## src/hw/rtl/dxd_pkg.sv

```systemverilog
// shared constants and codes of the distinct extrema detector
package dxd_pkg;

	localparam int MAX_SLOTS_DEF   = 16;
	localparam int SAMPLE_BITS_DEF = 16;

	localparam int MAXEXT_W = 5;
	localparam int TOL_W    = 17;
	localparam int PDATA_W  = 32;
	localparam int PADDR_W  = 3;

	localparam logic [MAXEXT_W-1:0] MAX_EXTREMA_RST = 5'd16;
	localparam logic [TOL_W-1:0]    TOLERANCE_RST   = 17'd1;

	// register word index, taken from paddr[2]
	localparam logic REG_MAX_EXTREMA = 1'b0;
	localparam logic REG_TOLERANCE   = 1'b1;

	localparam logic [PADDR_W-1:0] ADDR_MAX_EXTREMA = 3'd0;
	localparam logic [PADDR_W-1:0] ADDR_TOLERANCE   = 3'd4;

	localparam logic KIND_EXTREMUM = 1'b0;
	localparam logic KIND_SUMMARY  = 1'b1;

endpackage

```

## src/hw/rtl/dxd_cell.sv

```systemverilog
// one list cell: holds a stored extremum and tests a candidate against it
module dxd_cell #(
	parameter int SAMPLE_BITS = dxd_pkg::SAMPLE_BITS_DEF
) (
	input  logic                          clk,
	input  logic                          shift_en,
	input  logic signed [SAMPLE_BITS-1:0] shift_in,
	input  logic signed [SAMPLE_BITS-1:0] cand,
	input  logic [dxd_pkg::TOL_W-1:0]     tol,
	input  logic                          active,
	output logic signed [SAMPLE_BITS-1:0] held,
	output logic                          dup
);

	localparam int BW = (SAMPLE_BITS + 1 > dxd_pkg::TOL_W) ? SAMPLE_BITS + 1 : dxd_pkg::TOL_W;
	localparam int DW = BW + 1;

	logic signed [SAMPLE_BITS-1:0] value_q;
	logic signed [DW-1:0]          diff;
	logic signed [DW-1:0]          mag;

	always_ff @(posedge clk) begin
		if (shift_en) begin
			value_q <= shift_in;
		end
	end

	always_comb begin
		diff = DW'(value_q) - DW'(cand);
		mag  = (diff < 0) ? -diff : diff;
		dup  = active && ($unsigned(mag) < DW'(tol));
	end

	assign held = value_q;

endmodule

```

## src/hw/rtl/distinct_extrema_detector.sv

```systemverilog
// top level of the distinct extrema detector
//
// Input channel (in_valid/in_stall) carries one signed sample per transaction
// with end_of_record on the final sample of a record. Output channel
// (out_valid/out_stall) carries result transactions: a new distinct extremum
// (kind 0) or an end-of-record summary with the final count (kind 1).
// An input sample gives zero, one or two results; is_last marks the final one.
// Results of a sample appear in the output register on the cycle after it is
// taken. One sample is taken per cycle as long as the output register is free
// or drained in the same cycle; a sample that gives two results holds the
// input while the summary waits in a second register. Stored extrema live in
// a row of cells that shift toward the far end on each new entry; all cells
// compare against the candidate in parallel. While out_stall is high the
// output holds and in_stall rises as soon as the output register is occupied.
// Reset clears the count, sample window and output valid, and loads
// max_extrema = 16, tolerance = 1.
// Configuration: APB, max_extrema at 0x0, tolerance at 0x4.
module distinct_extrema_detector #(
	parameter int MAX_SLOTS   = dxd_pkg::MAX_SLOTS_DEF,
	parameter int SAMPLE_BITS = dxd_pkg::SAMPLE_BITS_DEF,
	localparam int SLOT_W     = (MAX_SLOTS > 1) ? $clog2(MAX_SLOTS) : 1,
	localparam int CNT_W      = $clog2(MAX_SLOTS + 1)
) (
	input  logic                            clk,
	input  logic                            arst_n,

	input  logic                            psel,
	input  logic                            penable,
	input  logic                            pwrite,
	input  logic [dxd_pkg::PADDR_W-1:0]     paddr,
	input  logic [dxd_pkg::PDATA_W-1:0]     pwdata,
	output logic [dxd_pkg::PDATA_W-1:0]     prdata,
	output logic                            pready,

	input  logic                            in_valid,
	output logic                            in_stall,
	input  logic signed [SAMPLE_BITS-1:0]   sample,
	input  logic                            end_of_record,

	output logic                            out_valid,
	input  logic                            out_stall,
	output logic                            kind,
	output logic signed [SAMPLE_BITS-1:0]   value,
	output logic [SLOT_W-1:0]               slot,
	output logic [CNT_W-1:0]                found_count,
	output logic                            is_last
);

	localparam int EW = (CNT_W > dxd_pkg::MAXEXT_W) ? CNT_W : dxd_pkg::MAXEXT_W;

	logic [dxd_pkg::MAXEXT_W-1:0] max_ext_q;
	logic [dxd_pkg::TOL_W-1:0]    tol_q;

	logic [CNT_W-1:0]              cnt_q;
	logic [1:0]                    seen_q;
	logic signed [SAMPLE_BITS-1:0] old_q;
	logic signed [SAMPLE_BITS-1:0] mid_q;

	logic                          out_valid_q;
	logic                          pend_q;
	logic [CNT_W-1:0]              pend_cnt_q;
	logic                          kind_q;
	logic signed [SAMPLE_BITS-1:0] value_q;
	logic [SLOT_W-1:0]             slot_q;
	logic [CNT_W-1:0]              count_q;
	logic                          last_q;

	logic signed [SAMPLE_BITS-1:0] cell_val [MAX_SLOTS];
	logic [MAX_SLOTS-1:0]          cell_dup;

	logic [EW-1:0]    eff_max;
	logic             is_ext;
	logic             search;
	logic             in_fire;
	logic             out_take;
	logic             store;
	logic [CNT_W-1:0] cnt_mid;
	logic             fallback;
	logic [CNT_W-1:0] count_fin;
	logic             first_valid;
	logic             load_out;

	logic                          kind_nxt;
	logic signed [SAMPLE_BITS-1:0] value_nxt;
	logic [SLOT_W-1:0]             slot_nxt;
	logic [CNT_W-1:0]              count_nxt;
	logic                          last_nxt;

	// configuration registers
	assign pready = 1'b1;

	always_ff @(posedge clk or negedge arst_n) begin
		if (!arst_n) begin
			max_ext_q <= dxd_pkg::MAX_EXTREMA_RST;
			tol_q     <= dxd_pkg::TOLERANCE_RST;
		end else if (psel && penable && pwrite) begin
			unique case (paddr[2])
				dxd_pkg::REG_MAX_EXTREMA: max_ext_q <= pwdata[dxd_pkg::MAXEXT_W-1:0];
				dxd_pkg::REG_TOLERANCE:   tol_q     <= pwdata[dxd_pkg::TOL_W-1:0];
				default: ;
			endcase
		end
	end

	always_comb begin
		unique case (paddr)
			dxd_pkg::ADDR_MAX_EXTREMA: prdata = dxd_pkg::PDATA_W'(max_ext_q);
			dxd_pkg::ADDR_TOLERANCE:   prdata = dxd_pkg::PDATA_W'(tol_q);
			default:                   prdata = '0;
		endcase
	end

	// cell row
	genvar gi;
	generate
		for (gi = 0; gi < MAX_SLOTS; gi++) begin : g_cell
			dxd_cell #(
				.SAMPLE_BITS(SAMPLE_BITS)
			) u_cell (
				.clk      (clk),
				.shift_en (store),
				.shift_in ((gi == 0) ? mid_q : cell_val[(gi == 0) ? 0 : gi - 1]),
				.cand     (mid_q),
				.tol      (tol_q),
				.active   (CNT_W'(gi) < cnt_q),
				.held     (cell_val[gi]),
				.dup      (cell_dup[gi])
			);
		end
	endgenerate

	// handshake and result selection
	assign in_stall = out_valid_q && (out_stall || pend_q);
	assign in_fire  = in_valid && !in_stall;
	assign out_take = out_valid_q && !out_stall;

	always_comb begin
		eff_max = (EW'(max_ext_q) > EW'(MAX_SLOTS)) ? EW'(MAX_SLOTS) : EW'(max_ext_q);
		is_ext  = ((mid_q > old_q) && (sample < mid_q)) ||
		          ((mid_q < old_q) && (sample > mid_q));
		search  = (seen_q == 2'd2) && (EW'(cnt_q) < eff_max);
		store   = in_fire && search && is_ext && !(|cell_dup);
		cnt_mid = cnt_q + CNT_W'(store);
		fallback    = end_of_record && (cnt_mid == '0);
		count_fin   = fallback ? CNT_W'(1) : cnt_mid;
		first_valid = store || fallback;

		load_out  = 1'b0;
		kind_nxt  = dxd_pkg::KIND_SUMMARY;
		value_nxt = '0;
		slot_nxt  = '0;
		count_nxt = pend_cnt_q;
		last_nxt  = 1'b1;
		if (in_fire) begin
			if (first_valid) begin
				load_out  = 1'b1;
				kind_nxt  = dxd_pkg::KIND_EXTREMUM;
				value_nxt = store ? mid_q : sample;
				slot_nxt  = store ? cnt_q[SLOT_W-1:0] : '0;
				count_nxt = count_fin;
				last_nxt  = !end_of_record;
			end else if (end_of_record) begin
				load_out  = 1'b1;
				count_nxt = count_fin;
			end
		end else if (out_take && pend_q) begin
			load_out = 1'b1;
		end
	end

	always_ff @(posedge clk or negedge arst_n) begin
		if (!arst_n) begin
			cnt_q       <= '0;
			seen_q      <= '0;
			old_q       <= '0;
			mid_q       <= '0;
			out_valid_q <= 1'b0;
			pend_q      <= 1'b0;
		end else begin
			if (in_fire) begin
				if (end_of_record) begin
					cnt_q  <= '0;
					seen_q <= '0;
					old_q  <= '0;
					mid_q  <= '0;
				end else begin
					cnt_q  <= cnt_mid;
					old_q  <= mid_q;
					mid_q  <= sample;
					seen_q <= (seen_q == 2'd2) ? 2'd2 : seen_q + 2'd1;
				end
				pend_q <= first_valid && end_of_record;
			end else if (out_take) begin
				pend_q <= 1'b0;
			end
			if (load_out) begin
				out_valid_q <= 1'b1;
			end else if (out_take) begin
				out_valid_q <= 1'b0;
			end
		end
	end

	always_ff @(posedge clk) begin
		if (in_fire) begin
			pend_cnt_q <= count_fin;
		end
		if (load_out) begin
			kind_q  <= kind_nxt;
			value_q <= value_nxt;
			slot_q  <= slot_nxt;
			count_q <= count_nxt;
			last_q  <= last_nxt;
		end
	end

	assign out_valid   = out_valid_q;
	assign kind        = kind_q;
	assign value       = value_q;
	assign slot        = slot_q;
	assign found_count = count_q;
	assign is_last     = last_q;

endmodule
```

## config.mk

```make
export PLATFORM = sky130hd
export DESIGN_NAME = distinct_extrema_detector
export DESIGN_NICKNAME = d
export VERILOG_FILES = /design/src/hw/rtl/dxd_pkg.sv /design/src/hw/rtl/dxd_cell.sv /design/src/hw/rtl/distinct_extrema_detector.sv
export SDC_FILE = /design/constraint.sdc
export NUM_CORES = 2
export LEC_CHECK = 0
export ABC_AREA = 1
export BUFFER_PORTS_ARGS = -buffer_cell sky130_fd_sc_hd__clkbuf_2
export CORE_AREA = 2 2 365 367
export CTS_CLUSTER_SIZE = 16
export DETAILED_ROUTE_END_ITERATION = 8
export DIE_AREA = 0 0 367 369
export PLACE_DENSITY = 0.5
export SYNTH_ARGS = -nofsm -noshare
export SYNTH_HDL_FRONTEND = slang
export SYNTH_SLANG_ARGS = --single-unit
```

## constraint.sdc

```tcl
create_clock -name clk -period 12.37 [get_ports clk]
set_input_delay 0 -clock clk [delete_from_list [all_inputs] [get_ports clk]]
set_output_delay 0 -clock clk [all_outputs]
set_load 0.02 [all_outputs]
```

* After elaboration in Yosys (flattened, before gate mapping)
Cells that the tools add are included.
Widths: inputs -> output; s select.
** Operators by class
- Bitwise gates (word level) :: 1
- Order comparisons :: 54
- Shift operators :: 0
- Multiply operators :: 0
- $add $sub $neg :: 34
- Equality and inequality tests :: 2
- Divide/modulo/power cells :: 0
- Muxes and demuxes :: 36
- Reduce and logical (&&, ||, !) cells :: 46
** Operator list (number)
- $lt 18x17->1 :: 16
- $mux 18 :: 16
- $neg 17->18 :: 16
- $lt 17x1->1 const B :: 16
- $sub 16x16->17 :: 16
- $mux 16 :: 3
- $lt 4x5->1 const A :: 8
- $pmux 17 s2 :: 1
- $gt 16x16->1 :: 2
- $lt 16x16->1 :: 2
- $logic_and 1x1->1 :: 30
- $mux 5 :: 6
- $lt 3x5->1 const A :: 4
- $reduce_or 16->1 :: 1
- $lt 1x5->1 const A :: 2
- $lt 2x5->1 const A :: 2
- $mux 1 :: 8
- $reduce_and 2->1 :: 3
- $add 5x1->5 :: 1
- $gt 5x5->1 const B :: 1
- $logic_not 5->1 :: 1
- $lt 5x5->1 :: 1
- $logic_not 1->1 :: 4
- $mux 2 :: 2
- other kinds (8) :: 11
** Word-level totals
- Logic and storage cells :: 203
- Bits in read-only memories :: 0
- Bits in latches :: 0
- Memories :: 0
- Flip-flop bits (word level) :: 351
- RAM bits :: 0
- Input port bits :: 59

* Depth between registers and ports, before layout
- Depth after elaboration :: 15
- Mapped depth :: 45
- Gate-level depth less buffers :: 44

* By module
A second synthesis with hierarchy kept.
** Unflattened totals
- Cell total of the unflattened synthesis :: 7220
- Area total of the unflattened synthesis :: 45830.2 µm²
** By module, submodules not included
- dxd_cell (g_cell[12].u_cell ...) :: area an instance 2575.0 µm², cells an instance 421, sequential area each 480.5 µm², instances 9
- dxd_cell (g_cell[0].u_cell ...) :: area an instance 2438.6 µm², cells an instance 396, sequential area each 480.5 µm², instances 5
- distinct_extrema_detector :: area an instance 5367.6 µm², cells an instance 639, sequential area each 2539.9 µm², instances 1
- dxd_cell (g_cell[11].u_cell) :: area an instance 2573.7 µm², cells an instance 418, sequential area each 480.5 µm², instances 1
- dxd_cell (g_cell[14].u_cell) :: area an instance 2521.2 µm², cells an instance 394, sequential area each 480.5 µm², instances 1

* Worst setup path after synthesis
No wires, ideal clock.
- Kind :: reg2reg
- From :: register mid_q[1]
- To :: register value_q[10], in the netlist value[10], data pin
- Slack :: 1.116 ns
- Data arrival time :: 11.002 ns
- Data required time :: 12.118 ns
- Path buffers :: 1
- Period minus slack after synthesis :: 11.254 ns
- Stages on the path, launching flop included :: 37
- Path through :: dfrtp_1 inv_1 ha_1 nand3_1 nand2_1 a21oi_1 xor2_1 nand2_1 nor2_1 nand2_1 nor2_1 nand3_1 nand2_1 nand2_1 nand2_1 inv_1 ha_1 nand2_1 nor3_1 nand4_1 nand4_1 nand2_1 inv_1 nand4_1 nor2_1 nand3_1 inv_1 ha_1 ha_1 nand3_1 xor2_1 inv_1 nand4_1 nand2_2 nand2_4 buf_6 nor2_1
** On the way
- Word-level cells in the longest chain between the ends :: 13
** Ends and longest elaborated chain
- from (decl) :: RTL line distinct_extrema_detector.sv:57 : logic signed [SAMPLE_BITS-1:0] mid_q;
- from (signal assigned) :: RTL line distinct_extrema_detector.sv:189 : mid_q <= sample;
- $sub 16x16->17 :: RTL line dxd_cell.sv:29 : diff = DW'(value_q) - DW'(cand);
- $neg 17->18 or $lt 17x1->1 (tied branches) :: RTL line dxd_cell.sv:30 : mag = (diff < 0) ? -diff : diff;
- $mux 18 :: RTL line dxd_cell.sv:30
- $lt 18x17->1 :: RTL line dxd_cell.sv:31 : dup = active && ($unsigned(mag) < DW'(tol));
- $logic_and 1x1->1 :: RTL line dxd_cell.sv:31
- $reduce_or 16->1 :: RTL line distinct_extrema_detector.sv:142 : store = in_fire && search && is_ext && !(|cell_dup);
- $logic_not 1->1 :: RTL line distinct_extrema_detector.sv:142
- $logic_and 1x1->1 (*) :: RTL line distinct_extrema_detector.sv:142
- named net g_cell[0].u_cell.shift_en :: RTL line dxd_cell.sv:6 : input logic shift_en,
- $add 5x1->5 :: RTL line distinct_extrema_detector.sv:143 : cnt_mid = cnt_q + CNT_W'(store);
- $logic_not 5->1 :: RTL line distinct_extrema_detector.sv:144 : fallback = end_of_record && (cnt_mid == '0);
- $logic_and 1x1->1 :: RTL line distinct_extrema_detector.sv:144
- $logic_or 1x1->1 :: RTL line distinct_extrema_detector.sv:146 : first_valid = store || fallback;
- $reduce_and 2->1 (no line)
- to (signal assigned) :: RTL line distinct_extrema_detector.sv:210 : value_q <= value_nxt;
- to (decl) :: RTL line distinct_extrema_detector.sv:63 : logic signed [SAMPLE_BITS-1:0] value_q;
The timed path passes the listed nets; every way through them passes the cells marked *.
A chain may end at the register's enable or synchronous reset.

* Worst setup path after layout
- From :: register mid_q[14]
- To :: register pend_q
** On the way
- Word-level cells in the longest chain between the ends :: 14
** Ends and longest elaborated chain
- $sub 16x16->17 :: RTL line dxd_cell.sv:29
- $neg 17->18 or $lt 17x1->1 (tied branches) :: RTL line dxd_cell.sv:30
- $mux 18 :: RTL line dxd_cell.sv:30
- $lt 18x17->1 :: RTL line dxd_cell.sv:31
- $logic_and 1x1->1 :: RTL line dxd_cell.sv:31
- $reduce_or 16->1 :: RTL line distinct_extrema_detector.sv:142
- $logic_not 1->1 :: RTL line distinct_extrema_detector.sv:142
- $logic_and 1x1->1 (*) :: RTL line distinct_extrema_detector.sv:142
- named net g_cell[0].u_cell.shift_en :: RTL line dxd_cell.sv:6
- $add 5x1->5 :: RTL line distinct_extrema_detector.sv:143
- $logic_not 5->1 :: RTL line distinct_extrema_detector.sv:144
- $logic_and 1x1->1 :: RTL line distinct_extrema_detector.sv:144
- $logic_or 1x1->1 (*) :: RTL line distinct_extrema_detector.sv:146
- $logic_and 1x1->1 (*) :: RTL line distinct_extrema_detector.sv:192 : pend_q <= first_valid && end_of_record;
- $mux 1 (*) :: RTL line distinct_extrema_detector.sv:180 : if (in_fire) begin
- to (signal assigned) :: RTL line distinct_extrema_detector.sv:192
- to (decl) :: RTL line distinct_extrema_detector.sv:60 : logic pend_q;
Marked as above.

==> flow_summary_export.csv <==
group,metric,value,unit
status,status,"completed",
global_route,first_global_vias,34100,
detailed_routing,dr.first_iter.drc_count,2956,
hold_path,whs_path_depth,4,
setup_path,end_kind,"flip-flop",
yosys,async_flop_share,17.9,%
yosys,ys_seq_elements,351,
clock_tree,cts.sinks,351,
global_route,grt_overflow,0,
clock_tree,clk_latency,0.63,ns
setup_path,reg2reg_slack,3.19,ns
final_layout,finalInstanceArea,43700,um2
clock_tree,clockRootBuffer,"clkbuf_16",
yosys,synth_cells,5540,
setup_path,required,12.87,ns
clock_tree,cts-resized-gates,0,
global_route,grt_pass1_wl,205000,um
global_route,grtUsageTotal,19.8,%
yosys,synth_ff_type,"edfxtp_1",
setup_path,path_max_fanout,124,
floorplanning,fp.dieW,367,um
clock_tree,post_cts_buffers,0,
hold_path,hold_end,"max_ext_q[4]$_DFFE_PN1P_",
sta,skew,0.0287,ns
detailed_routing,vias,36400,
floorplanning,num_rows,133,
final_layout,layout_common_cells,"nand2_1 (1516), inv_1 (785), ha_1 (568), nor2_1 (546), nand3_1 (423)",
yosys,ys_types,50,
sta,layout_min_cycle_time,9.18,ns
setup_path,critical_path_arrival,9.69,ns
sta,finalCritPeriodShare,74.2,%
sta,max_freq,109,MHz
detailed_routing,drt_pre_antenna_iters,6,
detailed_routing,route.detailed.drc,0,
yosys,avgSynthCellArea,7.07,um2
yosys,yosysWarnings,0,
placed_design,dp_hpwl,103000,um
sta,slew_violations,0,
yosys,synth.cell_area,39100,um2
pwr,p_per_area,159,nW/um2
hold_path,hp-start,"penable",
run,drv_cap,0,
hold_path,hold_class,"input port to flip-flop",
setup_path,r2r_cells,31,
sta,hold_violations,0,
final_layout,final_nets,6358,
detailed_routing,postRouteAntennaNets,0,
floorplanning,coreArea,131000,um2
setup_path,timing.rr.start,"mid_q[14]$_DFFE_PN0P_",
detailed_routing,wl_per_cell,18.2,um
setup_path,crit_type,"flip-flop to flip-flop",
floorplanning,pin_count,121,
setup_path,setup.worst_path.start_class,"flip-flop",
placed_design,gp_congestion,0.891,
detailed_routing,routed_wl,137000,um
clock_tree,cts_buffer_depth,3,
sta,tns,0,ns
setup_path,crit_path_max_incr_delay,0.80,ns
floorplanning,die_y,369,um
final_layout,fillers,14300,
sta,rsz0062_at_grt,"no",
yosys,synth_edf_count,288,
clock_tree,cts_hold_buf,38,
sta,setup_viol,0,
setup_path,crit_path_top_delay_cell,"inv_8",
pwr,p_leak,21.9,nW
yosys,yosysSeqAreaShare,26.1,%
clock_tree,path_clk_slew,0.06,ns
sta,fin_ws,3.19,ns
global_route,grt_max_degree,125,
final_layout,area_growth,11.7,%
setup_path,cp_common_cell,"nand2_1",
setup_path,r2r_end,"pend_q$_DFFE_PN0P_",
clock_tree,h-tree-depth,2,
detailed_routing,via_per_inst,4.85,
final_layout,drive_gt1_share,4.02,%
final_layout,final_common_cell,"nand2_1",
sta,slew-limit-headroom,29.9,%
final_layout,final_util,33.4,%
placed_design,place_area,41900,um2
clock_tree,cts_buffers,45,
setup_path,crit_path_start,"mid_q[14]$_DFFE_PN0P_",
floorplanning,start_util,29.9,%
clock_tree,cts_tree,"built",
sta,tightest_slew,1.05,ns
sta,fin_hold_ws,0.0722,ns
placed_design,pre_cts_ws,3.81,ns
floorplanning,fp.dieArea,135000,um2
global_route,antenna_found_initial,11,
pwr,max-vdd-ir-drop,110,uV
placed_design,port_buffers,89,
==> state kept, by name, summed over array words and instances (netlist names) <==
| register | flops |
|---|---|
| old_q | 16 |
| kind | 1 |
| tol_q | 17 |
| cnt_q | 5 |
| max_ext_q | 5 |
| mid_q | 16 |
| pend_q | 1 |
| seen_q | 2 |
| is_last | 1 |
| value | 16 |
| found_count | 5 |
| slot | 4 |
| pend_cnt_q | 5 |
| out_valid | 1 |
| g_cell.u_cell.held | 256 |
==> how the worst max path moves through the flow <==
stage	to
2_1_floorplan	value[10]$_SDFFCE_PN0P_
3_3_place_gp	is_last$_SDFFCE_PN1P_
3_5_place_dp	is_last$_SDFFCE_PN1P_
4_1_cts	pend_q$_DFFE_PN0P_
5_1_grt	pend_q$_DFFE_PN0P_
6_report	pend_q$_DFFE_PN0P_
==> Yosys cell counts (all sizes together), types with 5 or more instances <==
cell type	count	area (um2)
nand2	1522	5740
inv	794	2980
ha	568	7110
nor2	550	2080
nand3	424	2130
a21oi	326	1640
edfxtp	288	8650
xor2	201	1760
o21ai	169	846
nand4	143	895
xnor2	127	1110
nand3b	68	510
dfrtp	61	1530
a21o	52	390
nor3	49	250
buf	34	215
o21bai	23	173
clkbuf	20	75.1
o22ai	20	125
fa	16	320
a21boi	12	90.1
and2	10	62.6
o21a	9	67.6
or2	9	56.3
a31oi	8	50.1
o211ai	6	45.0
o31ai	6	45.0
clkinv	5	18.8
==> critical path, delay by kind of cell, from the launching register on <==
| kind | cells | cell delay [ns] |
|---|---|---|
| AOI/OAI and AO/OA | 1 | 0.34 |
| xor gates and xnor gates | 2 | 0.63 |
| DFF | 1 | 0.42 |
| buffers and inverters | 8 | 3.28 |
| adders and majority gates | 4 | 1.15 |
| and+or+nand+nor | 16 | 3.21 |
==> stage by stage <==
step,power [mW],std cells
2_1_floorplan,4.57,5554
3_3_place_gp,5.55,7385
3_5_place_dp,5.61,7385
4_1_cts,7.02,7504
5_1_grt,7.70,7504
6_report,6.97,7505
==> routing by layer <==
layer | wire length (um) | part of all wire, % | up-vias | track usage (%)
li1 | - | - | 18700 | -
met1 | 65300 | 48 | 16900 | 27.5
met2 | 62400 | 46 | 746 | 33.2
met3 | 5990 | 4.4 | 129 | 1.65
met4 | 3170 | 2.3 | 0 | 4.69
met5 | 0 | 0 | - | 0
==> power by group <==
part / leakage (nW) / internal, mW / switching [mW]
Sequential: 3.41 / 1.37 / 0.0603
Clock: 0.731 / 0.797 / 0.571
Combinational: 17.7 / 1.48 / 2.70
==> cell type report <==
type	instances	area, um2	area share, %
tap	1755	2200	5.02
timing repair buffer	168	1140	2.60
antenna	1	2.50	0.00572
sequential	351	10200	23.4
inverter	799	3010	6.87
clock inverter	30	332	0.758
multi-input combinational	4350	25700	58.7
clock buffer	51	1150	2.63
==> cell families (layout without fill, tap and decap cells) <==
logic type | after synthesis | count (layout) | share of synthesized area (%)
compound gates | 639 | 639 | 9.05
simple gates | 2779 | 2779 | 30.0
fa+ha+maj | 584 | 584 | 19.0
flops | 351 | 351 | 26.1
buf+inv | 853 | 1048 | 8.40
mux | 4 | 4 | 0.102
xor+xnor | 328 | 328 | 7.34
other cells | 2 | 17 | 0.0192
Power figures use the tool's default switching activity.
